--- src/hw/rtl/uniform_grid_neighbor_binning_defines.svh ---
// Assertion macros used by the grid binning back end.
// No dependencies; expects clk and arst_n in the including scope.
`ifndef UNIFORM_GRID_NEIGHBOR_BINNING_DEFINES_SVH
`define UNIFORM_GRID_NEIGHBOR_BINNING_DEFINES_SVH

// Same-cycle implication, disabled in reset.
`define UGNB_ASSERT_NOW(label, ante, cons, msg) \
	label: assert property (@(posedge clk) disable iff (!arst_n) (ante) |-> (cons)) \
		else $error(msg);

// Next-cycle implication, disabled in reset.
`define UGNB_ASSERT_NEXT(label, ante, cons, msg) \
	label: assert property (@(posedge clk) disable iff (!arst_n) (ante) |=> (cons)) \
		else $error(msg);

`endif

--- src/hw/rtl/ugnb_pkg.sv ---
// Shared types and constants for the uniform grid binning block.
// No dependencies.
`timescale 1ns / 1ps

package ugnb_pkg;
	localparam int GRID_W = 32;
	localparam int GRID_H = 32;
	localparam int CELL_CAP = 4;
	localparam int CELLS = GRID_W * GRID_H;
	localparam int SLOTS = CELLS * CELL_CAP;
	localparam int CELL_W = $clog2(CELLS);
	localparam int SLOT_W = $clog2(SLOTS);
	localparam int CX_W = $clog2(GRID_W);
	localparam int CY_W = $clog2(GRID_H);
	localparam int DIV_STEPS = (CX_W > CY_W) ? CX_W : CY_W;
	localparam int STEP_W = $clog2(DIV_STEPS + 1);
	localparam int FILL_W = 3;
	localparam int ID_W = 16;
	localparam int DIM_W = 6;

	localparam logic [1:0] OP_INSERT = 2'd0;
	localparam logic [1:0] OP_QUERY = 2'd1;
	localparam logic [1:0] OP_CLEAR = 2'd2;
	localparam logic [1:0] OP_NOP = 2'd3;

	localparam logic [2:0] ST_OK = 3'd0;
	localparam logic [2:0] ST_OUT = 3'd1;
	localparam logic [2:0] ST_FULL = 3'd2;
	localparam logic [2:0] ST_NEIGHBOR = 3'd3;
	localparam logic [2:0] ST_NONE = 3'd4;

	localparam logic [2:0] REG_GRID_W = 3'd0;
	localparam logic [2:0] REG_GRID_H = 3'd1;
	localparam logic [2:0] REG_CELL_SIZE = 3'd2;
	localparam logic [2:0] REG_OFFSET_X = 3'd3;
	localparam logic [2:0] REG_OFFSET_Y = 3'd4;

	typedef struct packed {
		logic [1:0] op;
		logic signed [31:0] pos_x;
		logic signed [31:0] pos_y;
		logic [ID_W-1:0] particle_id;
	} in_t;

	typedef struct packed {
		logic [ID_W-1:0] found_id;
		logic [2:0] status;
		logic last;
	} out_t;

	typedef struct packed {
		logic [1:0] op;
		logic off;
		logic [CX_W-1:0] cx;
		logic [CY_W-1:0] cy;
		logic [ID_W-1:0] id;
		logic [DIM_W-1:0] w;
		logic [DIM_W-1:0] h;
	} cmd_t;
endpackage

--- src/hw/rtl/ugnb_cmdq.sv ---
// Two-entry command queue between the binning front and the cell back end.
// Depends on ugnb_pkg.
`timescale 1ns / 1ps

module ugnb_cmdq (
	input  logic           clk,
	input  logic           arst_n,
	input  logic           push,
	output logic           full,
	input  ugnb_pkg::cmd_t wdata,
	input  logic           pop,
	output logic           empty,
	output ugnb_pkg::cmd_t rdata
);
	ugnb_pkg::cmd_t ent_q [2];
	logic           wr_q;
	logic           rd_q;
	logic [1:0]     cnt_q;
	logic           do_push;
	logic           do_pop;

	assign full = cnt_q == 2'd2;
	assign empty = cnt_q == 2'd0;
	assign rdata = ent_q[rd_q];
	assign do_push = push && !full;
	assign do_pop = pop && !empty;

	always_ff @(posedge clk or negedge arst_n) begin
		if (!arst_n) begin
			wr_q <= 1'b0;
			rd_q <= 1'b0;
			cnt_q <= 2'd0;
		end else begin
			if (do_push) begin
				wr_q <= !wr_q;
			end
			if (do_pop) begin
				rd_q <= !rd_q;
			end
			if (do_push && !do_pop) begin
				cnt_q <= cnt_q + 2'd1;
			end else if (do_pop && !do_push) begin
				cnt_q <= cnt_q - 2'd1;
			end
		end
	end

	always_ff @(posedge clk) begin
		if (do_push) begin
			ent_q[wr_q] <= wdata;
		end
	end
endmodule

--- config.mk ---
export PLATFORM = sky130hd
export DESIGN_NAME = ugnb_cmdq
export DESIGN_NICKNAME = d
export VERILOG_FILES = /design/src/hw/rtl/uniform_grid_neighbor_binning_defines.svh /design/src/hw/rtl/ugnb_pkg.sv /design/src/hw/rtl/ugnb_cmdq.sv
export SDC_FILE = /design/constraint.sdc
export NUM_CORES = 1
export LEC_CHECK = 0
export BUFFER_PORTS_ARGS = -buffer_cell sky130_fd_sc_hd__clkbuf_2
export CORE_ASPECT_RATIO = 0.9
export CORE_MARGIN = 3
export CORE_UTILIZATION = 35
export CTS_BUF_LIST = sky130_fd_sc_hd__clkbuf_4
export CTS_CLUSTER_DIAMETER = 150
export DETAILED_ROUTE_END_ITERATION = 7
export SYNTH_ARGS = -nofsm -noshare
export SYNTH_HDL_FRONTEND = slang
export SYNTH_SLANG_ARGS = --single-unit
--- constraint.sdc ---
create_clock -name clk -period 3.8 [get_ports clk]
set_input_delay 1.14 -clock clk [delete_from_list [all_inputs] [get_ports clk]]
set_output_delay 1.14 -clock clk [all_outputs]
set_load 0.05 [all_outputs]
==> results_dict.tcl, run 1 <==
set metrics [dict create \
    fillCellCount 816 \
    dp_hpwl_mm 3.85 \
    cts_buffers 9 \
    die_w_um 109 \
    setup-violations-final 0 \
    critical_path_peak_fanout 19 \
    layout_commonest_cell "clkbuf_2" \
    clk_latency_ns 0.41 \
    overflow 0 \
    track_usage_pct 10.7 \
    r2r_cells 4 \
    required_ns 2.66 \
    dp_cells 355 \
    worst-setup-path-type "flop to output port" \
    layout-drive-gt1-share_pct 60.2 \
    seq_area_frac_synth_pct 76.3 \
    fin_skew_ns 0.0133 \
    syn_area_sq_mm 0.00336 \
    drv_cap 0 \
    final_cell_mix "clkbuf_2 (87), edfxtp_1 (82), mux2_4 (39), clkbuf_4 (9)" \
    worstMarginPinSlew_ns 0.530 \
    syn-num-nets 193 \
    cts_tree "yes" \
    dr.pass1.iters 4 \
    drv_slew 0 \
    ys_types 15 \
    clock_path_buffers 2 \
    synth_cells 147 \
    routed_wl_mm 5.61 \
    post_drt_wl_per_cell_um 15.1 \
    hp-class "input pin to asynchronous set/reset pin" \
    syn2layout_area_growth_pct 20.0 \
    rsz0062_at_grt "no" \
    layoutNonFillerInstCount 371 \
    grt_max_degree 28 \
    dieArea_sq_mm 0.0108 \
    p_leak_nw 1.64 \
    clk_pin_slew_ns 0.13 \
    fin_ws_ns 0.857 \
    finalHoldViolations 0 \
    outcome "complete, no violations" \
    ant_nets 0 \
    antenna_found_initial 0 \
    pin_count 88 \
    fin_crit_sh_pct 77.5 \
    gp_congestion 0.671 \
    vdd_drop_max_mv 0.419 \
    timing.rr.start "cnt_q[0]" \
    crit_path_start_kind "flop" \
    initial_core_util_pct 36.5 \
    grt_pass1_wl_mm 8.45 \
    crit_arrival_ns 1.80 \
    die_h_um 98.9 \
    slew_headroom_pct 64.7 \
    ctsResizeCount 0 \
    post_cts_buffers 0 \
    r2r_setup_slack_ns 1.86 \
    dp_slack_ns 1.22 \
    fmax_ghz 0.340 \
    postCtsHoldBufs 0 \
    cp-end-kind "output port" \
    io_buffers 87 \
    syn-mean-instance-area_sq_um 22.8 \
    antennaDiodeCount 0 \
    ys_warn_count 0 \
    coreArea_sq_mm 0.00921 \
    p_per_area_mw_per_mm2 876 \
    rr_endpoint "ent_q[0][2]" \
    tns_ns 0 \
    drt-initial-drc-count 59 \
    clkSinkCount 86 \
    first_global_vias 1655 \
    vias 1610 \
    cts-root-buf "clkbuf_4" \
    fin_crit_ns 2.94 \
    viasPerCell 4.34 \
    rows 33 \
    htreeDepth 3 \
    synth_seq_cells 86 \
    drc 0 \
    nets 290 \
]
## Yosys cell counts, drive strengths merged
library cell	count	area share, %
and3	1	0.19
buf	5	2.7
dfrtp	4	3.0
edfxtp	82	73
ha	1	0.37
inv	2	0.22
mux2	41	18
nand2	1	0.11
nand2b	1	0.19
nor2	3	0.34
o21ai	1	0.15
xnor2	3	0.78
xor2	2	0.52
## worst max path at each step
stage | slack [ns] | to | from
2_1_floorplan | 0.41 | ent_q[0][0] | push
3_3_place_gp | 1.23 | ent_q[0][18] | push
3_5_place_dp | 1.22 | ent_q[0][18] | push
4_1_cts | 0.82 | rdata[31] | rd_q
5_1_grt | 0.75 | rdata[30] | rd_q
6_report | 0.86 | rdata[31] | rd_q
## cells by family after synthesis
group                      count (synthesis)  share of synthesized area (%)
DFF                                       86                           76.3
muxes                                     41                           18.1
xor gates and xnor gates                   5                           1.30
AOI/OAI and AO/OA                          1                          0.149
and+or+nand+nor                            6                          0.820
buffers and inverters                      7                           2.94
adders and majority gates                  1                          0.373
## routing by layer
| metal | GRT usage, % | up-vias | wire (um) | part of all wire, % |
|---|---|---|---|---|
| met5 | 0 | - | 0 | 0 |
| met4 | 4.60 | 0 | 96 | 1.7 |
| met3 | 3.99 | 7 | 397 | 7.1 |
| met2 | 16.9 | 56 | 2640 | 47 |
| li1 | - | 767 | - | - |
| met1 | 13.3 | 780 | 2480 | 44 |
## power breakdown
group          switching, mW  internal [mW]  total, mW  leakage (nW)
clock network          0.320          0.142      0.462        0.0625
logic                   1.16          0.542       1.70         0.771
registers             0.0678           1.30       1.37         0.807
total                   1.55           1.98       3.53          1.64
## per-stage QoR
| stage | hold slack [ns] | utilization [%] | cell area [sq um] | total power, mW |
|---|---|---|---|---|
| after floorplan | 0.461 | - | 3360 | 2.86 |
| after global placement | 0.510 | 42.4 | 3910 | 3.10 |
| after detailed placement | 0.521 | 42.4 | 3910 | 3.12 |
| after CTS | 0.468 | 43.8 | 4030 | 3.58 |
| after global routing | 0.443 | 43.8 | 4030 | 3.70 |
| final | 0.501 | 43.8 | 4030 | 3.53 |
## critical path, stage by stage (launching register included)
cell and delay (ns):
dfrtp_2 0.41, buf_4 0.35, mux2_2 0.38, clkbuf_2 0.24
## registers in the layout, indices dropped and copies added, names as in the netlist
register / count
cnt_q: 2
rd_q: 1
wr_q: 1
ent_q: 82
## final cells by class
type / instances / area [sq um] / share of cell area, %
Timing Repair Buffer: 91 / 478 / 11.9
Clock buffer: 9 / 67.6 / 1.68
Multi-Input combinational cell: 54 / 706 / 17.5
Tap cell: 122 / 153 / 3.79
Inverter: 2 / 7.51 / 0.186
Sequential cell: 86 / 2560 / 63.6
Clock inverter: 7 / 56.3 / 1.40
(Power assumes the default switching activity.)
==> run 2: changes to the inputs <==
Settings changed: ABC_AREA set to 1.
Clock period 3.8 ns to 2.7 ns, I/O delays scaled along.
==> results_dict.tcl, run 2 <==
set metrics [dict create \
    p_per_area_mw_per_mm2 1270 \
    p_total_mw 5.03 \
    setup-violations-final 0 \
    power_switching_mw 2.47 \
    syn_area_sq_mm 0.00323 \
    fmax_ghz 0.390 \
    nets 389 \
    tns_ns 0 \
    synth_common_cells "nand2_1 (132), edfxtp_1 (82), inv_1 (7)" \
    pin_count 88 \
    p_comb_share_pct 49.2 \
    post-synth-top-count-cell "nand2_1" \
    cts_buffers 9 \
    dp_hpwl_mm 4.22 \
    synth_cells 246 \
    synth_flop_cell "edfxtp_1" \
    post_drt_wl_per_cell_um 13.1 \
    synth_seq_cells 86 \
    synth_edf_count 82 \
    cts-root-buf "clkbuf_4" \
    stdcell_area_sq_mm 0.00397 \
    grt_pass1_wl_mm 9.98 \
    dp_cells 451 \
    clock_path_buffers 2 \
    switching_share_pct 49.2 \
    drt-initial-drc-count 67 \
    dp_slack_ns 0.485 \
    final_cell_mix "nand2_1 (132), edfxtp_1 (82), clkbuf_2 (75), clkbuf_4 (14), buf_2 (8)" \
    overflow 0 \
    track_usage_pct 12.5 \
    ys_warn_count 0 \
    coreArea_sq_mm 0.00877 \
    finalHoldViolations 0 \
    cp-end-kind "output port" \
    seq_area_frac_synth_pct 79.4 \
    reg.largest.list "ent_q (82), cnt_q (2)" \
    critical_path_peak_fanout 21 \
    synth_area_leaders "edfxtp_1 (76%), nand2_1 (15%), dfrtp_1 (3.1%)" \
    largest_register "ent_q" \
    initial_core_util_pct 36.8 \
    post_cts_buffers 0 \
    crit_arrival_ns 1.75 \
    synth_top_area_share_pct 76.3 \
    synth_top_cell_by_area "edfxtp_1" \
    placed_area_sq_mm 0.00384 \
    cts_tree "yes" \
    layoutNonFillerInstCount 467 \
    power.internal_mw 2.55 \
    required_ns 1.89 \
    vdd_drop_max_mv 0.594 \
    drv_slew 0 \
    ant_nets 0 \
    power_frac_clock_pct 12.1 \
    htreeDepth 3 \
    ys_types 15 \
    fin_crit_sh_pct 95.0 \
    gp_congestion 0.714 \
    viasPerCell 4.31 \
    async_reset_ff_share_pct 4.65 \
    outcome "complete, no violations" \
    antennaDiodeCount 0 \
    die_h_um 97.1 \
    first_global_vias 2036 \
    syn-mean-instance-area_sq_um 13.1 \
    clk_latency_ns 0.41 \
    antenna_found_initial 0 \
    drv_cap 0 \
    drc 0 \
    vias 2012 \
    rows 32 \
    routed_wl_mm 6.13 \
    largest_reg_flops 82 \
    hp-class "input pin to asynchronous set/reset pin" \
    syn-num-nets 292 \
    sequentialPowerShare_pct 38.6 \
    fin_crit_ns 2.56 \
    layout_commonest_cell "nand2_1" \
    postCtsHoldBufs 0 \
    worst-setup-path-type "flop to output port" \
    io_buffers 87 \
    layout-drive-gt1-share_pct 33.0 \
    p_leak_nw 1.73 \
    grt_max_degree 26 \
    clk_pin_slew_ns 0.12 \
    syn2layout_area_growth_pct 23.1 \
    dieArea_sq_mm 0.0104 \
    fin_skew_ns 0.00814 \
    worstMarginPinSlew_ns 0.511 \
    slew_headroom_pct 65.8 \
    clkSinkCount 86 \
    crit_path_start_kind "flop" \
    fin_ws_ns 0.136 \
    die_w_um 107 \
    dr.pass1.iters 6 \
]
[run 2: final timing paths]
path                       startpoint          end  slack (ns)  cells past startpoint
setup reg to reg             cnt_q[0]  ent_q[1][0]        1.04                      3
hold / removal                 arst_n         rd_q        0.19                      1
max in group asynchronous      arst_n         rd_q        2.36                      1
setup / recovery                 rd_q    rdata[32]        0.14                      5
hold reg to reg                  wr_q         wr_q        0.52                      2
min in group clk                 wr_q         wr_q        0.52                      2
[run 2: final cells by class]
| type | count | area [sq um] |
|---|---|---|
| Clock buffer | 10 | 75.1 |
| Sequential cell | 86 | 2570 |
| Timing Repair Buffer | 95 | 542 |
| Multi-Input combinational cell | 143 | 573 |
| Tap cell | 119 | 149 |
| Fill cell | 799 | 4790 |
| Clock inverter | 6 | 38.8 |
| Inverter | 8 | 30.0 |
[run 2: logic make-up (layout without fill, tap and decap cells)]
| group | after synthesis | count (layout) | share of synthesized area, % |
|---|---|---|---|
| XOR/XNOR | 1 | 1 | 0.271 |
| adder cells (fa/ha/maj) | 1 | 1 | 0.388 |
| buffers and inverters | 17 | 119 | 3.10 |
| AO/OA/AOI/OAI | 2 | 2 | 0.310 |
| flip-flops | 86 | 86 | 79.4 |
| AND/OR/NAND/NOR | 139 | 139 | 16.6 |
[run 2: what timing repair did]
| action | in CTS | in global routing |
|---|---|---|
| gates resized for setup | 1 | 19 |
| cloned | 0 | 0 |
| hold endpoints to repair | 0 | 0 |
| setup endpoints to repair | 4 | 41 |
[run 2: layer usage]
| metal | wire (um) | vias to the layer above | global-route usage (%) |
|---|---|---|---|
| li1 | - | 1018 | - |
| met1 | 2740 | 923 | 16.1 |
| met2 | 2880 | 67 | 19.4 |
| met3 | 473 | 4 | 4.72 |
| met4 | 34 | 0 | 4.13 |
| met5 | 0 | - | 0 |
[run 2: worst max-delay path: stages (launching register included)]
cell	delay, ns
dfrtp_4	0.60
inv_2	0.11
buf_6	0.20
nand2_1	0.07
nand2_1	0.08
clkbuf_2	0.28
[run 2: power by group through the flow]
stage / Combinational, mW / Sequential [mW] / Clock, mW
3_5_place_dp: 2.48 / 1.97 / 0
4_1_cts: 2.49 / 1.95 / 0.640
2_1_floorplan: 1.92 / 1.92 / 0
5_1_grt: 2.66 / 1.98 / 0.697
3_3_place_gp: 2.46 / 1.96 / 0
6_report: 2.47 / 1.94 / 0.610
[run 2: through the flow]
stage	hold WS, ns	util, %
detailed placement	0.476	43.8
global placement	0.465	43.8
global route	0.139	45.3
finish	0.187	45.3
floorplan	0.449	-
CTS	0.156	45.1
==> run 3: changes to the inputs <==
Settings changed: REMOVE_ABC_BUFFERS set to 1.
==> results_dict.tcl, run 3 (synthesis gave the netlist of run 2 again) <==
set metrics [dict create \
    outcome "complete, no violations" \
    dieArea_sq_mm 0.0104 \
    cp-end-kind "output port" \
    gp_congestion 0.725 \
    postCtsHoldBufs 0 \
    fmax_ghz 0.396 \
    first_global_vias 1929 \
    largest_register "ent_q" \
    slew_headroom_pct 69.0 \
    initial_core_util_pct 36.8 \
    regArea_sq_mm 0.00256 \
    finalHoldViolations 0 \
    track_usage_pct 11.9 \
    dp_cells 448 \
    multi_input_comb_area_sq_um 573 \
    clock_path_buffers 2 \
    required_ns 1.89 \
    fin_crit_sh_pct 93.5 \
    drt-initial-drc-count 97 \
    htreeDepth 3 \
    die_w_um 107 \
    dp_hpwl_mm 3.99 \
    overflow 0 \
    cts_tree "yes" \
    fin_crit_ns 2.52 \
    ant_nets 0 \
    fin_skew_ns 0.00993 \
    clkSinkCount 86 \
    crit_start "rd_q" \
    clk_pin_slew_ns 0.12 \
    rows 32 \
    coreArea_sq_mm 0.00877 \
    routed_wl_mm 6.06 \
    drv_cap 0 \
    whs_ns 0.191 \
    fin_ws_ns 0.176 \
    ctsResizeCount 0 \
    post_cts_buffers 0 \
    vias 1993 \
    layout-drive-gt1-share_pct 32.8 \
    worst-setup-path-type "flop to output port" \
    reg.largest.list "ent_q (82), cnt_q (2)" \
    fillCellCount 829 \
    dp_slack_ns 0.613 \
    critical_path_peak_fanout 42 \
    nets 386 \
    drc 0 \
    clk_latency_ns 0.40 \
    crit_arrival_ns 1.71 \
    dr.pass1.iters 4 \
    post_drt_wl_per_cell_um 13.1 \
    layoutNonFillerInstCount 463 \
    antenna_found_initial 0 \
    grt_max_degree 43 \
    antennaDiodeCount 0 \
    layout_commonest_cell "nand2_1" \
    die_h_um 97.1 \
    pin_count 88 \
    final_cell_mix "nand2_1 (132), clkbuf_2 (87), edfxtp_1 (82), clkbuf_4 (10), inv_1 (6)" \
    hp-class "input pin to asynchronous set/reset pin" \
    grt_pass1_wl_mm 9.45 \
    syn2layout_area_growth_pct 23.2 \
    drv_slew 0 \
    cts-root-buf "clkbuf_4" \
    setup-violations-final 0 \
    tns_ns 0 \
    cts_buffers 9 \
    viasPerCell 4.30 \
    timing.rr.start "cnt_q[0]" \
    worstMarginPinSlew_ns 0.466 \
    io_buffers 87 \
    crit_path_start_kind "flop" \
    largest_reg_flops 82 \
    rsz0062_at_grt "no" \
]
[run 3: final cells by class]
type	count	area share, %
repair buffers	92	12.8
flip-flops and latches	86	64.5
inverters	8	0.755
clock buffers	10	1.89
well taps	119	3.74
multi-input cells	143	14.4
clock inverters	5	1.89
[run 3: worst paths after layout]
check | to | slack (ns) | cells after the start
worst min register to register | wr_q | 0.51 | 2
max in group asynchronous | rd_q | 2.36 | 1
worst max register to register | ent_q[1][22] | 1.09 | 3
min in group clk | wr_q | 0.51 | 2
worst min-delay path | wr_q | 0.19 | 1
worst max-delay path | rdata[26] | 0.18 | 4
[run 3: critical path: stages, from the launching register on]
cell and delay, ns:
dfrtp_2 0.39, buf_4 0.40, nand2_1 0.10, nand2_1 0.11
clkbuf_2 0.28
[run 3: routing by layer]
layer / wire, um / track usage (%)
met1: 2790 / 15.8
met2: 2810 / 18.2
met3: 406 / 3.79
met4: 55 / 4.72
met5: 0 / 0
[run 3: per-stage QoR]
stage / utilization [%] / area (sq um)
global route: 45.3 / 3980
CTS: 45.3 / 3980
finish: 45.3 / 3980
global placement: 43.6 / 3830
floorplan: - / 3160
detailed placement: 43.6 / 3830
Power of run 3 is not shown: default switching activity piles up to over one toggle a cycle in this logic, so the estimate is an artifact.
