## src/hw/rtl/uniform_grid_neighbor_binning_defines.svh

```systemverilog
// Assertion macros used by the grid binning back end.
// No dependencies; expects clk and arst_n in the including scope.
`ifndef UNIFORM_GRID_NEIGHBOR_BINNING_DEFINES_SVH
`define UNIFORM_GRID_NEIGHBOR_BINNING_DEFINES_SVH

// Same-cycle implication, disabled in reset.
`define UGNB_ASSERT_NOW(label, ante, cons, msg) \
	label: assert property (@(posedge clk) disable iff (!arst_n) (ante) |-> (cons)) \
		else $error(msg);

// Next-cycle implication, disabled in reset.
`define UGNB_ASSERT_NEXT(label, ante, cons, msg) \
	label: assert property (@(posedge clk) disable iff (!arst_n) (ante) |=> (cons)) \
		else $error(msg);

`endif

```

## src/hw/rtl/ugnb_pkg.sv

```systemverilog
// Shared types and constants for the uniform grid binning block.
// No dependencies.
`timescale 1ns / 1ps

package ugnb_pkg;
	localparam int GRID_W = 32;
	localparam int GRID_H = 32;
	localparam int CELL_CAP = 4;
	localparam int CELLS = GRID_W * GRID_H;
	localparam int SLOTS = CELLS * CELL_CAP;
	localparam int CELL_W = $clog2(CELLS);
	localparam int SLOT_W = $clog2(SLOTS);
	localparam int CX_W = $clog2(GRID_W);
	localparam int CY_W = $clog2(GRID_H);
	localparam int DIV_STEPS = (CX_W > CY_W) ? CX_W : CY_W;
	localparam int STEP_W = $clog2(DIV_STEPS + 1);
	localparam int FILL_W = 3;
	localparam int ID_W = 16;
	localparam int DIM_W = 6;

	localparam logic [1:0] OP_INSERT = 2'd0;
	localparam logic [1:0] OP_QUERY = 2'd1;
	localparam logic [1:0] OP_CLEAR = 2'd2;
	localparam logic [1:0] OP_NOP = 2'd3;

	localparam logic [2:0] ST_OK = 3'd0;
	localparam logic [2:0] ST_OUT = 3'd1;
	localparam logic [2:0] ST_FULL = 3'd2;
	localparam logic [2:0] ST_NEIGHBOR = 3'd3;
	localparam logic [2:0] ST_NONE = 3'd4;

	localparam logic [2:0] REG_GRID_W = 3'd0;
	localparam logic [2:0] REG_GRID_H = 3'd1;
	localparam logic [2:0] REG_CELL_SIZE = 3'd2;
	localparam logic [2:0] REG_OFFSET_X = 3'd3;
	localparam logic [2:0] REG_OFFSET_Y = 3'd4;

	typedef struct packed {
		logic [1:0] op;
		logic signed [31:0] pos_x;
		logic signed [31:0] pos_y;
		logic [ID_W-1:0] particle_id;
	} in_t;

	typedef struct packed {
		logic [ID_W-1:0] found_id;
		logic [2:0] status;
		logic last;
	} out_t;

	typedef struct packed {
		logic [1:0] op;
		logic off;
		logic [CX_W-1:0] cx;
		logic [CY_W-1:0] cy;
		logic [ID_W-1:0] id;
		logic [DIM_W-1:0] w;
		logic [DIM_W-1:0] h;
	} cmd_t;
endpackage

```

## src/hw/rtl/ugnb_front.sv

```systemverilog
// Front end: accepts items, bins positions by restoring division, queues commands.
// Depends on ugnb_pkg.
`timescale 1ns / 1ps

module ugnb_front (
	input  logic                         clk,
	input  logic                         arst_n,
	input  logic                         push,
	output logic                         full,
	input  ugnb_pkg::in_t                in_item,
	input  logic [ugnb_pkg::DIM_W-1:0]   grid_width,
	input  logic [ugnb_pkg::DIM_W-1:0]   grid_height,
	input  logic [30:0]                  cell_size,
	input  logic [31:0]                  offset_x,
	input  logic [31:0]                  offset_y,
	input  logic                         init_busy,
	input  logic                         cq_full,
	output logic                         cq_push,
	output ugnb_pkg::cmd_t               cq_data
);
	localparam int DV_W = 32 + ugnb_pkg::DIV_STEPS + 1;

	typedef enum logic [1:0] {F_IDLE, F_DIV, F_SEND} fstate_t;

	fstate_t                         state_q;
	logic [1:0]                      op_q;
	logic [ugnb_pkg::ID_W-1:0]       id_q;
	logic [31:0]                     remx_q;
	logic [31:0]                     remy_q;
	logic [ugnb_pkg::DIV_STEPS-1:0]  qx_q;
	logic [ugnb_pkg::DIV_STEPS-1:0]  qy_q;
	logic                            offx_q;
	logic                            offy_q;
	logic [ugnb_pkg::STEP_W-1:0]     step_q;

	logic                            accept;
	logic signed [32:0]              sum_x;
	logic signed [32:0]              sum_y;
	logic [DV_W-1:0]                 dv;
	logic                            gex;
	logic                            gey;
	logic [ugnb_pkg::DIM_W-1:0]      used_w;
	logic [ugnb_pkg::DIM_W-1:0]      used_h;
	logic [ugnb_pkg::DIV_STEPS-1:0]  qbit;

	assign full = (state_q != F_IDLE) || init_busy;
	assign accept = push && !full;
	assign sum_x = {in_item.pos_x[31], in_item.pos_x} + {offset_x[31], offset_x};
	assign sum_y = {in_item.pos_y[31], in_item.pos_y} + {offset_y[31], offset_y};
	assign dv = {{(DV_W-31){1'b0}}, cell_size} << step_q;
	assign gex = {{(DV_W-32){1'b0}}, remx_q} >= dv;
	assign gey = {{(DV_W-32){1'b0}}, remy_q} >= dv;
	assign qbit = ugnb_pkg::DIV_STEPS'(1) << step_q;
	assign used_w = (int'(grid_width) > ugnb_pkg::GRID_W) ?
		ugnb_pkg::DIM_W'(ugnb_pkg::GRID_W) : grid_width;
	assign used_h = (int'(grid_height) > ugnb_pkg::GRID_H) ?
		ugnb_pkg::DIM_W'(ugnb_pkg::GRID_H) : grid_height;

	assign cq_push = (state_q == F_SEND) && !cq_full;

	always_comb begin
		cq_data.op = op_q;
		cq_data.off = offx_q || offy_q ||
			(ugnb_pkg::DIM_W'(qx_q) >= used_w) || (ugnb_pkg::DIM_W'(qy_q) >= used_h);
		cq_data.cx = qx_q[ugnb_pkg::CX_W-1:0];
		cq_data.cy = qy_q[ugnb_pkg::CY_W-1:0];
		cq_data.id = id_q;
		cq_data.w = used_w;
		cq_data.h = used_h;
	end

	always_ff @(posedge clk or negedge arst_n) begin
		if (!arst_n) begin
			state_q <= F_IDLE;
			op_q <= ugnb_pkg::OP_NOP;
			id_q <= '0;
			remx_q <= '0;
			remy_q <= '0;
			qx_q <= '0;
			qy_q <= '0;
			offx_q <= 1'b0;
			offy_q <= 1'b0;
			step_q <= '0;
		end else begin
			case (state_q)
				F_IDLE: begin
					if (accept) begin
						op_q <= in_item.op;
						id_q <= in_item.particle_id;
						remx_q <= sum_x[31:0];
						remy_q <= sum_y[31:0];
						qx_q <= '0;
						qy_q <= '0;
						offx_q <= sum_x[32] || (cell_size == 31'd0);
						offy_q <= sum_y[32] || (cell_size == 31'd0);
						step_q <= ugnb_pkg::STEP_W'(ugnb_pkg::DIV_STEPS);
						if (in_item.op == ugnb_pkg::OP_CLEAR) begin
							state_q <= F_SEND;
						end else if (in_item.op != ugnb_pkg::OP_NOP) begin
							state_q <= F_DIV;
						end
					end
				end
				F_DIV: begin
					if (gex) begin
						remx_q <= remx_q - dv[31:0];
						if (step_q == ugnb_pkg::STEP_W'(ugnb_pkg::DIV_STEPS)) begin
							offx_q <= 1'b1;
						end else begin
							qx_q <= qx_q | qbit;
						end
					end
					if (gey) begin
						remy_q <= remy_q - dv[31:0];
						if (step_q == ugnb_pkg::STEP_W'(ugnb_pkg::DIV_STEPS)) begin
							offy_q <= 1'b1;
						end else begin
							qy_q <= qy_q | qbit;
						end
					end
					if (step_q == '0) begin
						state_q <= F_SEND;
					end else begin
						step_q <= step_q - 1'b1;
					end
				end
				F_SEND: begin
					if (!cq_full) begin
						state_q <= F_IDLE;
					end
				end
				default: begin
					state_q <= F_IDLE;
				end
			endcase
		end
	end
endmodule

```

## config.mk

```make
export PLATFORM = sky130hd
export DESIGN_NAME = ugnb_front
export DESIGN_NICKNAME = d
export VERILOG_FILES = /design/src/hw/rtl/uniform_grid_neighbor_binning_defines.svh /design/src/hw/rtl/ugnb_pkg.sv /design/src/hw/rtl/ugnb_front.sv
export SDC_FILE = /design/constraint.sdc
export NUM_CORES = 1
export LEC_CHECK = 0
export ABC_AREA = 0
export ABC_CLOCK_PERIOD_IN_PS = 5500
export BUFFER_PORTS_ARGS = -buffer_cell sky130_fd_sc_hd__buf_2
export CORE_ASPECT_RATIO = 2
export CORE_MARGIN = 10
export CORE_UTILIZATION = 58
export DETAILED_ROUTE_END_ITERATION = 8
export PLACE_DENSITY = 0.94
export SYNTH_ARGS = -nofsm -noshare
export SYNTH_HDL_FRONTEND = slang
export SYNTH_SLANG_ARGS = --single-unit
```

## constraint.sdc

```tcl
create_clock -name clk -period 5.5 [get_ports clk]
set_clock_uncertainty 0.05 [all_clocks]
set_input_delay 0.55 -clock clk [delete_from_list [all_inputs] [get_ports clk]]
set_output_delay 0.55 -clock clk [all_outputs]
set_load 0.05 [all_outputs]
```

==> results of run 1 <==
-- power breakdown --
group          internal [mW]  switching, mW
registers               1.08          0.397
clock network          0.321          0.342
logic                   3.02           4.93
-- worst max-delay path: stages (launching register included) --
cell	delay, ns
dfrtp_2	0.80
mux2_2	0.42
o21ai_0	0.32
nor2_1	0.07
a21oi_1	0.50
ha_1	0.31
nand4_1	0.19
or4_4	0.58
nor3_1	0.22
a21oi_1	0.06
o311a_1	0.19
o21ai_4	0.41
buf_4	0.33
nand2_1	0.16
o221a_2	0.29
-- synthesized netlist by cell type (17+ instances only) --
library cell	n	area, sq um
a211oi_1	22	165
a21o_1	45	338
a21oi_1	165	826
a31oi_1	30	188
and2_1	17	106
clkbuf_1	41	154
dfrtp_1	97	2430
ha_1	143	1790
inv_1	59	221
mux2i_1	35	350
mux4_2	17	383
nand2_1	195	732
nand2b_1	37	231
nand3_1	33	165
nand4_1	23	144
nor2_1	142	533
nor2b_1	22	138
nor3_1	28	140
o211ai_1	18	135
o21a_1	18	135
o21ai_0	99	495
xnor2_1	56	490
xor2_1	33	289
-- metrics by stage --
stage               hold WS (ns)  power, mW  utilization (%)
floorplan                  0.204       7.20                -
global placement           0.397       8.95             65.5
detailed placement         0.398       9.13             65.5
CTS                        0.138       9.84             66.9
global route               0.151       10.9             66.9
finish                     0.121       10.1             66.9
-- registers in the layout, summed over array words and instances, names as in the netlist --
register and count:
remx_q 32, remy_q 32, id_q 16, qx_q 5, qy_q 5, step_q 3, op_q 2, state_q 2
offx_q 1, offy_q 1
-- path summary, 6_finish.rpt --
path,startpoint,endpoint,slack [ns],cells past startpoint
worst max-delay path,step_q[1]$_DFFE_PN0P_,remy_q[31]$_DFFE_PN0P_,0.48,14
worst max register to register,step_q[1]$_DFFE_PN0P_,remy_q[31]$_DFFE_PN0P_,0.48,14
max in group asynchronous,arst_n,step_q[1]$_DFFE_PN0P_,4.08,2
worst min register to register,op_q[1]$_DFFE_PN1P_,op_q[1]$_DFFE_PN1P_,0.41,2
min in group clk,in_item[5],id_q[5]$_DFFE_PN0P_,0.32,3
worst min-delay path,arst_n,qy_q[0]$_DFFE_PN0P_,0.12,1
-- cells by family after synthesis --
family          count (synthesis)  synth area share, %
buf+inv                       127                 4.15
fa+ha+maj                     147                 15.1
simple gates                  560                 21.2
flops                          99                 20.0
mux                            60                 6.63
xor+xnor                       89                 6.28
compound gates                519                 26.8
-- area by class of cell --
cell class | instances | share of cell area [%]
multi-input cells | 1375 | 67.1
well taps | 269 | 2.39
clock buffers | 9 | 1.60
flip-flops and latches | 99 | 17.7
inverters | 59 | 1.58
repair buffers | 249 | 9.11
clock inverters | 7 | 0.516
-- layer usage --
layer  up-vias  routed length, microns  share of wire (%)
met4         0                    3350                7.9
met5         -                       0                  0
li1       6255                       -                  -
met1      6289                   13900                 33
met3       209                    2870                6.8
met2       690                   22200                 52
==> insert_results.sql, run 1 <==
INSERT INTO impl_metrics (metric_group, metric, value, unit) VALUES
('final_layout', 'regArea', '2480', 'sq um'),
('detailed_routing', 'number_of_drc_violations_after_detailed_routing', '0', ''),
('setup_path', 'worst-endpoint-required', '5.70', 'ns'),
('sta', 'grt_setup_unrepaired', 'false', ''),
('sta', 'fin_crit', '5.02', 'ns'),
('setup_path', 'worst-endpoint-arrival', '5.22', 'ns'),
('clocking', 'insertion_delay', '0.37', 'ns'),
('place', 'dpl.cell_count', '2051', ''),
('global_routing', 'largest_net_degree_at_the_start_of_global_routing', '67', ''),
('global_routing', 'top_usage_layer', 'met2', ''),
('synthesis', 'synth-seq-area-share', '20.0', '%'),
('clocking', 'cts_max_path_buffers', '2', ''),
('global_routing', 'met2_usage', '54.4', '%'),
('power_and_ir_drop', 'vdd.ir_drop.worst', '416', 'uV'),
('worst_hold_path', 'hp-class', 'in2async', ''),
('synthesis', 'synth-seq-cells', '99', ''),
('sta', 'setup_total_negative_slack', '0', 'ns'),
('synthesis', 'syn_inst', '1601', ''),
('global_routing', 'use_met1', '29.0', '%'),
('detailed_routing', 'vias', '13400', ''),
('final_layout', 'final_layout_size_suffix_gt1_share', '18.1', '%'),
('power_and_ir_drop', 'pwr_density_cell', '718', 'nW/um^2'),
('sta', 'slew-limit-headroom', '28.8', '%'),
('global_routing', 'grtUsageTotal', '29.7', '%'),
('detailed_routing', 'postRouteWirelength', '42.4', 'mm'),
('synthesis', 'yosys_warnings', '0', ''),
('clocking', 'cts_hold_buf', '0', ''),
('detailed_routing', 'routed_antenna_nets', '0', ''),
('setup_path', 'crit_fanout', '29', ''),
('detailed_routing', 'via_per_inst', '6.50', ''),
('synthesis', 'synth_cell_type_count', '83', ''),
('power_and_ir_drop', 'leakagePower', '6.70', 'nW'),
('final_layout', 'num-nets-final', '2134', ''),
('clocking', 'htree_levels', '3', ''),
('floorplanning', 'placeableCoreArea', '21000', 'sq um'),
('place', 'gp_congestion', '1.07', ''),
('global_routing', 'global_route.usage.met3', '4.47', '%'),
('setup_path', 'setup.worst_path.end_class', 'register', ''),
('floorplanning', 'floorplan.initialDensity', '59.1', '%'),
('floorplanning', 'dieWidth', '123', 'microns'),
('global_routing', 'global_route_wire_length_before_repair', '67.6', 'mm'),
('synthesis', 'postSynth.asyncResetShare', '100', '%'),
('sta', 'timing_worst_slew_pin_value', '1.06', 'ns'),
('global_routing', 'vias_in_the_first_global_route', '14200', ''),
('clocking', 'tritoncts', 'yes', ''),
('clocking', 'ctsRootBufferMaster', 'clkbuf_16', ''),
('final_layout', 'syn_to_final_growth', '13.2', '%'),
('sta', 'setup_ws', '0.481', 'ns'),
('floorplanning', 'floorplan.io_pins', '237', ''),
('clocking', 'post_cts_resize_count', '0', ''),
('clocking', 'cts_made_buffers', '9', ''),
('final_layout', 'multiInputGateArea', '9440', 'sq um'),
('clocking', 'cts_num_sinks', '99', ''),
('detailed_routing', 'post_drt_wl_per_cell', '20.5', 'microns'),
('setup_path', 'criticalPathCategory', 'reg2reg', ''),
('synthesis', 'synth_ff_type', 'dfrtp_1', ''),
('global_routing', 'grt_antenna_before_repair', '0', ''),
('synthesis', 'synth.net_count', '1942', ''),
('synthesis', 'mappedNetlistArea', '12400', 'sq um'),
('final_layout', 'final_cell_mix', '235 x buf_2, 195 x nand2_1, 165 x a21oi_1', ''),
('detailed_routing', 'drtIter0Drc', '912', ''),
('final_layout', 'layout.cells.most_common', 'buf_2', ''),
('clocking', 'cts_setup_buffers', '0', ''),
('place', 'port_buf_inserts', '236', ''),
('setup_path', 'setup_crit_start_kind', 'register', ''),
('sta', 'timing.final.crit_share', '91.3', '%'),
('floorplanning', 'die_h', '227', 'microns'),
('final_layout', 'final_design_area_no_fill', '14100', 'sq um'),
('run_status', 'result_of_the_run', 'finished clean', ''),
('final_layout', 'fill_cell_instance_count_of_the_final_layout', '1775', ''),
('flow_run', 'max-cap-violations', '0', '');
No activity file was read; power rests on OpenSTA's default activity.
==> run 2, diff against run 1 <==
--- a/config.mk
+++ b/config.mk
@@ -8,11 +8,13 @@
 export ABC_AREA = 0
 export ABC_CLOCK_PERIOD_IN_PS = 5500
 export BUFFER_PORTS_ARGS = -buffer_cell sky130_fd_sc_hd__buf_2
+export CELL_PAD_IN_SITES_DETAIL_PLACEMENT = 0
+export CELL_PAD_IN_SITES_GLOBAL_PLACEMENT = 2
 export CORE_ASPECT_RATIO = 2
 export CORE_MARGIN = 10
-export CORE_UTILIZATION = 58
+export CORE_UTILIZATION = 33
 export DETAILED_ROUTE_END_ITERATION = 8
-export PLACE_DENSITY = 0.94
+export PLACE_DENSITY = 0.93
 export SYNTH_ARGS = -nofsm -noshare
 export SYNTH_HDL_FRONTEND = slang
 export SYNTH_SLANG_ARGS = --single-unit
==> run 2 against run 1 <==
Against the previous run:
- global-route usage shrank 11 points
- clock power rose by 15%
- power rose by 0.49%
- final cell count rose by 9.3%
- sequential cell count stayed put
- setup slack gained 0.34 ns
- fmax grew 7.2%
- critical path type unchanged
- critical endpoint is now remx_q[28]$_DFFE_PN0P_
- largest power group unchanged
- highest routed layer unchanged
==> insert_results.sql, run 2 (synthesis gave the netlist of run 1 again) <==
INSERT INTO impl_metrics (metric_group, metric, value, unit) VALUES
('run_status', 'result_of_the_run', 'finished clean', ''),
('sta', 'setup_total_negative_slack', '0', 'ns'),
('clocking', 'ctsRootBufferMaster', 'clkbuf_16', ''),
('clocking', 'tritoncts', 'yes', ''),
('place', 'place_hpwl', '37.0', 'mm'),
('place', 'dp_worst_setup_slack', '0.831', 'ns'),
('detailed_routing', 'routed_antenna_nets', '0', ''),
('final_layout', 'syn_to_final_growth', '15.8', '%'),
('sta', 'hold-worst-slack', '0.175', 'ns'),
('sta', 'report.final.setup_viol', '0', ''),
('global_routing', 'largest_net_degree_at_the_start_of_global_routing', '65', ''),
('clocking', 'cts_setup_buffers', '0', ''),
('global_routing', 'grt-ovfl-total', '0', ''),
('sta', 'fmax', '214', 'MHz'),
('setup_path', 'crit_fanout', '27', ''),
('place', 'dpl.cell_count', '2244', ''),
('floorplanning', 'dieWidth', '157', 'microns'),
('detailed_routing', 'detail_route_met2_wl', '24.2', 'mm'),
('detailed_routing', 'top_signal_layer_used', 'met4', ''),
('sta', 'fin_crit', '4.68', 'ns'),
('final_layout', 'fin_cells', '2259', ''),
('detailed_routing', 'via_per_inst', '5.64', ''),
('final_layout', 'num_antenna_cells', '0', ''),
('clocking', 'cts_hold_buf', '0', ''),
('clocking', 'cts_made_buffers', '9', ''),
('setup_path', 'worst_path_largest_cell_delay', '0.46', 'ns'),
('place', 'port_buf_inserts', '236', ''),
('final_layout', 'num-nets-final', '2137', ''),
('sta', 'timing_worst_slew_pin_value', '0.923', 'ns'),
('sta', 'finalMaxSlewViolations', '0', ''),
('sta', 'grt_setup_unrepaired', 'false', ''),
('clocking', 'cts_max_path_buffers', '2', ''),
('clocking', 'clock_pin_slew_reported_for_the_worst_setup_and_hold_paths_after_clock_tree_synthesis', '0.07', 'ns'),
('setup_path', 'crit_slowest_cell', 'and2_1', ''),
('power_and_ir_drop', 'leakagePower', '6.74', 'nW'),
('floorplanning', 'floorplan.io_pins', '237', ''),
('global_routing', 'global_route_wire_length_before_repair', '69.2', 'mm'),
('final_layout', 'final_layout_size_suffix_gt1_share', '18.1', '%'),
('place', 'placedInstanceArea', '14000', 'sq um'),
('setup_path', 'worst-endpoint-arrival', '4.86', 'ns'),
('floorplanning', 'die_h', '294', 'microns'),
('setup_path', 'cp_cell_sequence', 'buf_4, buf_4, mux4_2, mux2i_1, ha_1, and2_1, nand4_1, or3_1, nor4_1, a2111o_1, and2_1, nor2_2, a2111oi_0, a211oi_1', ''),
('global_routing', 'grt_antenna_before_repair', '0', ''),
('global_routing', 'vias_in_the_first_global_route', '13200', ''),
('power_and_ir_drop', 'pwr_density_cell', '706', 'nW/um^2'),
('detailed_routing', 'postRouteWirelength', '44.7', 'mm'),
('final_layout', 'fill_cell_instance_count_of_the_final_layout', '3896', ''),
('final_layout', 'largestRegisters', 'remx_q x32, remy_q x32, id_q x16', ''),
('detailed_routing', 'vias', '12700', ''),
('floorplanning', 'placeableCoreArea', '37200', 'sq um'),
('detailed_routing', 'route.met3.wl', '1.71', 'mm'),
('sta', 'timing.final.crit_share', '85.1', '%'),
('floorplanning', 'die_area', '46300', 'sq um'),
('clocking', 'cts_num_sinks', '99', ''),
('power_and_ir_drop', 'vdd.ir_drop.worst', '270', 'uV'),
('clocking', 'htree_levels', '3', ''),
('setup_path', 'criticalPathCategory', 'reg2reg', ''),
('global_routing', 'grtUsageTotal', '18.8', '%'),
('final_layout', 'final_cell_mix', '235 x buf_2, 195 x nand2_1, 165 x a21oi_1', ''),
('worst_hold_path', 'hp-class', 'in2async', ''),
('final_layout', 'layout.core_utilization', '38.7', '%'),
('clocking', 'insertion_delay', '0.37', 'ns'),
('sta', 'hold_viol', '0', ''),
('detailed_routing', 'post_drt_wl_per_cell', '19.8', 'microns'),
('detailed_routing', 'routedLengthMet1', '16.3', 'mm'),
('power_and_ir_drop', 'power.total', '10.1', 'mW'),
('sta', 'setup_ws', '0.818', 'ns'),
('detailed_routing', 'dr.pass1.iters', '5', ''),
('final_layout', 'layout.cells.most_common', 'buf_2', ''),
('clocking', 'post_cts_resize_count', '0', ''),
('floorplanning', 'floorplan.initialDensity', '33.4', '%'),
('place', 'gp_congestion', '0.915', ''),
('final_layout', 'final_design_area_no_fill', '14400', 'sq um'),
('setup_path', 'setup_crit_start_kind', 'register', ''),
('sta', 'slew-limit-headroom', '37.8', '%'),
('detailed_routing', 'drtIter0Drc', '672', ''),
('setup_path', 'worst-endpoint-required', '5.67', 'ns'),
('setup_path', 'setup.worst_path.end_class', 'register', ''),
('flow_run', 'max-cap-violations', '0', ''),
('detailed_routing', 'number_of_drc_violations_after_detailed_routing', '0', ''),
('floorplanning', 'fp-row-count', '100', '');
-- run 2: changes by cell type in the layout (fill, tap and decap cells not counted), sizes merged --
cell and change:
buf +3, clkinv -3, bufinv +3, clkbuf +2, inv -2, clkinvlp -1
-- run 2: worst max-delay path, delay by kind of cell, from the launching register on --
kind	cells	cell delay, ns
fa+ha+maj	1	0.27
mux	2	0.73
flops	1	0.32
compound gates	3	0.73
simple gates	6	1.76
buf+inv	2	0.66
-- run 2: worst paths after layout --
kind                                             from                     end  slack [ns]  depth (start not counted)
min in group clk                           in_item[9]     id_q[9]$_DFFE_PN0P_        0.32                          3
worst min-delay path                           arst_n    id_q[10]$_DFFE_PN0P_        0.18                          1
worst max register to register  step_q[1]$_DFFE_PN0P_  remx_q[28]$_DFFE_PN0P_        0.82                         14
max in group asynchronous                      arst_n  remx_q[21]$_DFFE_PN0P_        4.04                          2
worst max-delay path            step_q[1]$_DFFE_PN0P_  remx_q[28]$_DFFE_PN0P_        0.82                         14
worst min register to register    op_q[1]$_DFFE_PN1P_     op_q[1]$_DFFE_PN1P_        0.41                          2
-- run 2: where the power goes --
group | switching [mW] | internal, mW | total (mW)
logic | 4.93 | 3.03 | 7.95
clock network | 0.304 | 0.456 | 0.760
registers | 0.348 | 1.08 | 1.43
-- run 2: cell type report --
cell class / instances / area, sq um / area share, %
multi-input cells: 1375 / 9440 / 65.7
clock inverters: 4 / 98.8 / 0.688
well taps: 459 / 574 / 3.99
repair buffers: 252 / 1320 / 9.16
clock buffers: 11 / 243 / 1.69
inverters: 59 / 221 / 1.54
flip-flops and latches: 99 / 2480 / 17.3
-- run 2: metal layers --
metal	up-vias	global-route usage (%)
met5	-	0
met4	0	10.6
met3	106	2.44
met2	336	36.1
met1	6012	18.7
li1	6276	-
==> run 3, diff against run 2 <==
--- a/config.mk
+++ b/config.mk
@@ -13,8 +13,9 @@
 export CORE_ASPECT_RATIO = 2
 export CORE_MARGIN = 10
 export CORE_UTILIZATION = 33
+export CTS_CLUSTER_DIAMETER = 120
 export DETAILED_ROUTE_END_ITERATION = 8
-export PLACE_DENSITY = 0.93
+export PLACE_DENSITY_LB_ADDON = 0.1
 export SYNTH_ARGS = -nofsm -noshare
 export SYNTH_HDL_FRONTEND = slang
 export SYNTH_SLANG_ARGS = --single-unit
==> run 3 against run 2 <==
Against the previous run:
- critical path type unchanged
- critical endpoint is now remx_q[0]$_DFFE_PN0P_
- worst hold slack better by 0.022 ns
- fmax is 3.9% lower
- power is 1.3% higher
- design area is 0.25% higher
- die area stayed put
- combinational power is 1% higher
- non-clock buffer count is 3 higher
==> insert_results.sql, run 3 (synthesis gave the netlist of run 1 again) <==
INSERT INTO impl_metrics (metric_group, metric, value, unit) VALUES
('sta', 'hold_viol', '0', ''),
('setup_path', 'worst-r2r-setup-slack', '0.63', 'ns'),
('final_layout', 'fill_cell_instance_count_of_the_final_layout', '4011', ''),
('floorplanning', 'fp-row-count', '100', ''),
('floorplanning', 'floorplan.initialDensity', '33.4', '%'),
('clocking', 'htree_levels', '3', ''),
('final_layout', 'num-nets-final', '2140', ''),
('final_layout', 'final_cell_mix', '235 x buf_2, 195 x nand2_1, 165 x a21oi_1', ''),
('setup_path', 'worst_reg2reg_startpoint', 'step_q[0]$_DFFE_PN0P_', ''),
('setup_path', 'criticalPathCategory', 'reg2reg', ''),
('setup_path', 'worst-endpoint-required', '5.76', 'ns'),
('setup_path', 'setup_crit_start_kind', 'register', ''),
('clocking', 'clock_pin_slew_reported_for_the_worst_setup_and_hold_paths_after_clock_tree_synthesis', '0.07', 'ns'),
('global_routing', 'grtUsageTotal', '19.7', '%'),
('clocking', 'ctsRootBufferMaster', 'clkbuf_16', ''),
('sta', 'timing.final.crit_share', '88.6', '%'),
('final_layout', 'num_antenna_cells', '0', ''),
('setup_path', 'cp_cell_sequence', 'buf_4, buf_4, mux4_2, mux2i_1, ha_1, and2_1, nand4_1, or3_1, nor4_1, a2111o_1, a21o_1, buf_4, o211ai_1, o21ai_1', ''),
('sta', 'timing_worst_slew_pin_value', '0.954', 'ns'),
('global_routing', 'largest_net_degree_at_the_start_of_global_routing', '65', ''),
('setup_path', 'critical_path.startpoint', 'step_q[0]$_DFFE_PN0P_', ''),
('clocking', 'cts_max_path_buffers', '2', ''),
('global_routing', 'grt-ovfl-total', '0', ''),
('clocking', 'tritoncts', 'yes', ''),
('detailed_routing', 'dr.pass1.iters', '5', ''),
('final_layout', 'layout.core_utilization', '38.8', '%'),
('clocking', 'cts_made_buffers', '9', ''),
('clocking', 'cts_hold_buf', '0', ''),
('sta', 'fmax', '205', 'MHz'),
('setup_path', 'crit_slowest_cell', 'mux4_2', ''),
('power_and_ir_drop', 'vdd.ir_drop.worst', '332', 'uV'),
('flow_run', 'max-cap-violations', '0', ''),
('sta', 'grt_setup_unrepaired', 'false', ''),
('final_layout', 'layout.cells.most_common', 'buf_2', ''),
('clocking', 'insertion_delay', '0.38', 'ns'),
('setup_path', 'crit_fanout', '25', ''),
('sta', 'report.final.setup_viol', '0', ''),
('detailed_routing', 'via_per_inst', '5.61', ''),
('place', 'port_buf_inserts', '236', ''),
('setup_path', 'cp_common_cell', 'buf_4', ''),
('detailed_routing', 'routed_antenna_nets', '0', ''),
('floorplanning', 'die_area', '46300', 'sq um'),
('global_routing', 'grt_antenna_before_repair', '1', ''),
('global_routing', 'vias_in_the_first_global_route', '13100', ''),
('floorplanning', 'placeableCoreArea', '37200', 'sq um'),
('run_status', 'result_of_the_run', 'finished clean', ''),
('clocking', 'post_cts_resize_count', '0', ''),
('sta', 'setup_total_negative_slack', '0', 'ns'),
('setup_path', 'setup.worst_path.end_class', 'register', ''),
('clocking', 'cts_num_sinks', '99', ''),
('detailed_routing', 'vias', '12700', ''),
('detailed_routing', 'drtIter0Drc', '537', ''),
('clocking', 'cts_setup_buffers', '0', ''),
('power_and_ir_drop', 'pwr_density_cell', '713', 'nW/um^2'),
('setup_path', 'worst_path_largest_cell_delay', '0.58', 'ns'),
('floorplanning', 'die_h', '294', 'microns'),
('place', 'gp_congestion', '0.920', ''),
('detailed_routing', 'post_drt_wl_per_cell', '20.7', 'microns'),
('floorplanning', 'dieWidth', '157', 'microns'),
('final_layout', 'largestRegisters', 'remx_q x32, remy_q x32, id_q x16', ''),
('power_and_ir_drop', 'leakagePower', '6.77', 'nW'),
('setup_path', 'worst-endpoint-arrival', '5.14', 'ns'),
('sta', 'slew-limit-headroom', '35.8', '%'),
('detailed_routing', 'number_of_drc_violations_after_detailed_routing', '0', ''),
('global_routing', 'global_route_wire_length_before_repair', '71.7', 'mm'),
('worst_hold_path', 'hp-class', 'in2async', ''),
('sta', 'fin_crit', '4.87', 'ns'),
('final_layout', 'syn_to_final_growth', '16.0', '%'),
('floorplanning', 'floorplan.io_pins', '237', ''),
('final_layout', 'final_layout_size_suffix_gt1_share', '18.3', '%'),
('sta', 'finalMaxSlewViolations', '0', ''),
('final_layout', 'regArea', '2480', 'sq um'),
('detailed_routing', 'postRouteWirelength', '46.9', 'mm'),
('place', 'place_hpwl', '38.8', 'mm'),
('final_layout', 'multiInputGateArea', '9440', 'sq um');
[run 3: routing by layer]
metal  wire, microns  up-vias  global-route usage (%)
met3            1870       58                    2.96
met1           16900     6058                    19.4
met5               0        -                       0
met2           26500      287                    39.4
met4            1600        0                    7.24
li1                -     6293                       -
[run 3: final cells by class]
cell class	instances	share of cell area (%)
clock buffer	10	1.66
tap	459	3.98
sequential	99	17.2
inverter	59	1.54
multi-input combinational	1375	65.5
timing repair buffer	255	9.29
clock inverter	6	0.807
[run 3: critical path, delay by kind of cell, from the launching register on]
kind	cells	cell delay, ns
multiplexers	2	0.95
AND/OR/NAND/NOR	4	1.11
buffers and inverters	3	0.92
flip-flops	1	0.46
AO/OA/AOI/OAI	4	1.00
adder cells (fa/ha/maj)	1	0.30
[run 3: report_power, final]
group	total [mW]	internal [mW]	switching [mW]
Clock	0.789	0.462	0.326
Sequential	1.43	1.08	0.352
Combinational	8.06	3.05	5.01
Total	10.3	4.59	5.69
[run 3: per-stage QoR]
| stage | power (mW) | cells | hold slack (ns) | instance area, sq um | setup slack (ns) |
|---|---|---|---|---|---|
| after detailed placement | 9.54 | 2247 | 0.399 | 14100 | 0.612 |
| after CTS | 10.4 | 2263 | 0.224 | 14400 | 0.583 |
| after global routing | 11.2 | 2263 | 0.246 | 14400 | 0.208 |
| final | 10.3 | 2263 | 0.197 | 14400 | 0.629 |
| after global placement | 9.57 | 2247 | 0.403 | 14100 | 0.591 |
| after floorplan | 7.20 | 1601 | 0.204 | 12400 | 1.21 |
[run 3: path summary, 6_finish.rpt]
path,end,cells after the start
max in group asynchronous,step_q[2]$_DFFE_PN0P_,2
min in group clk,id_q[3]$_DFFE_PN0P_,3
worst min register to register,op_q[1]$_DFFE_PN1P_,2
worst max register to register,remx_q[0]$_DFFE_PN0P_,14
worst min-delay path,qy_q[1]$_DFFE_PN0P_,1
worst max-delay path,remx_q[0]$_DFFE_PN0P_,14
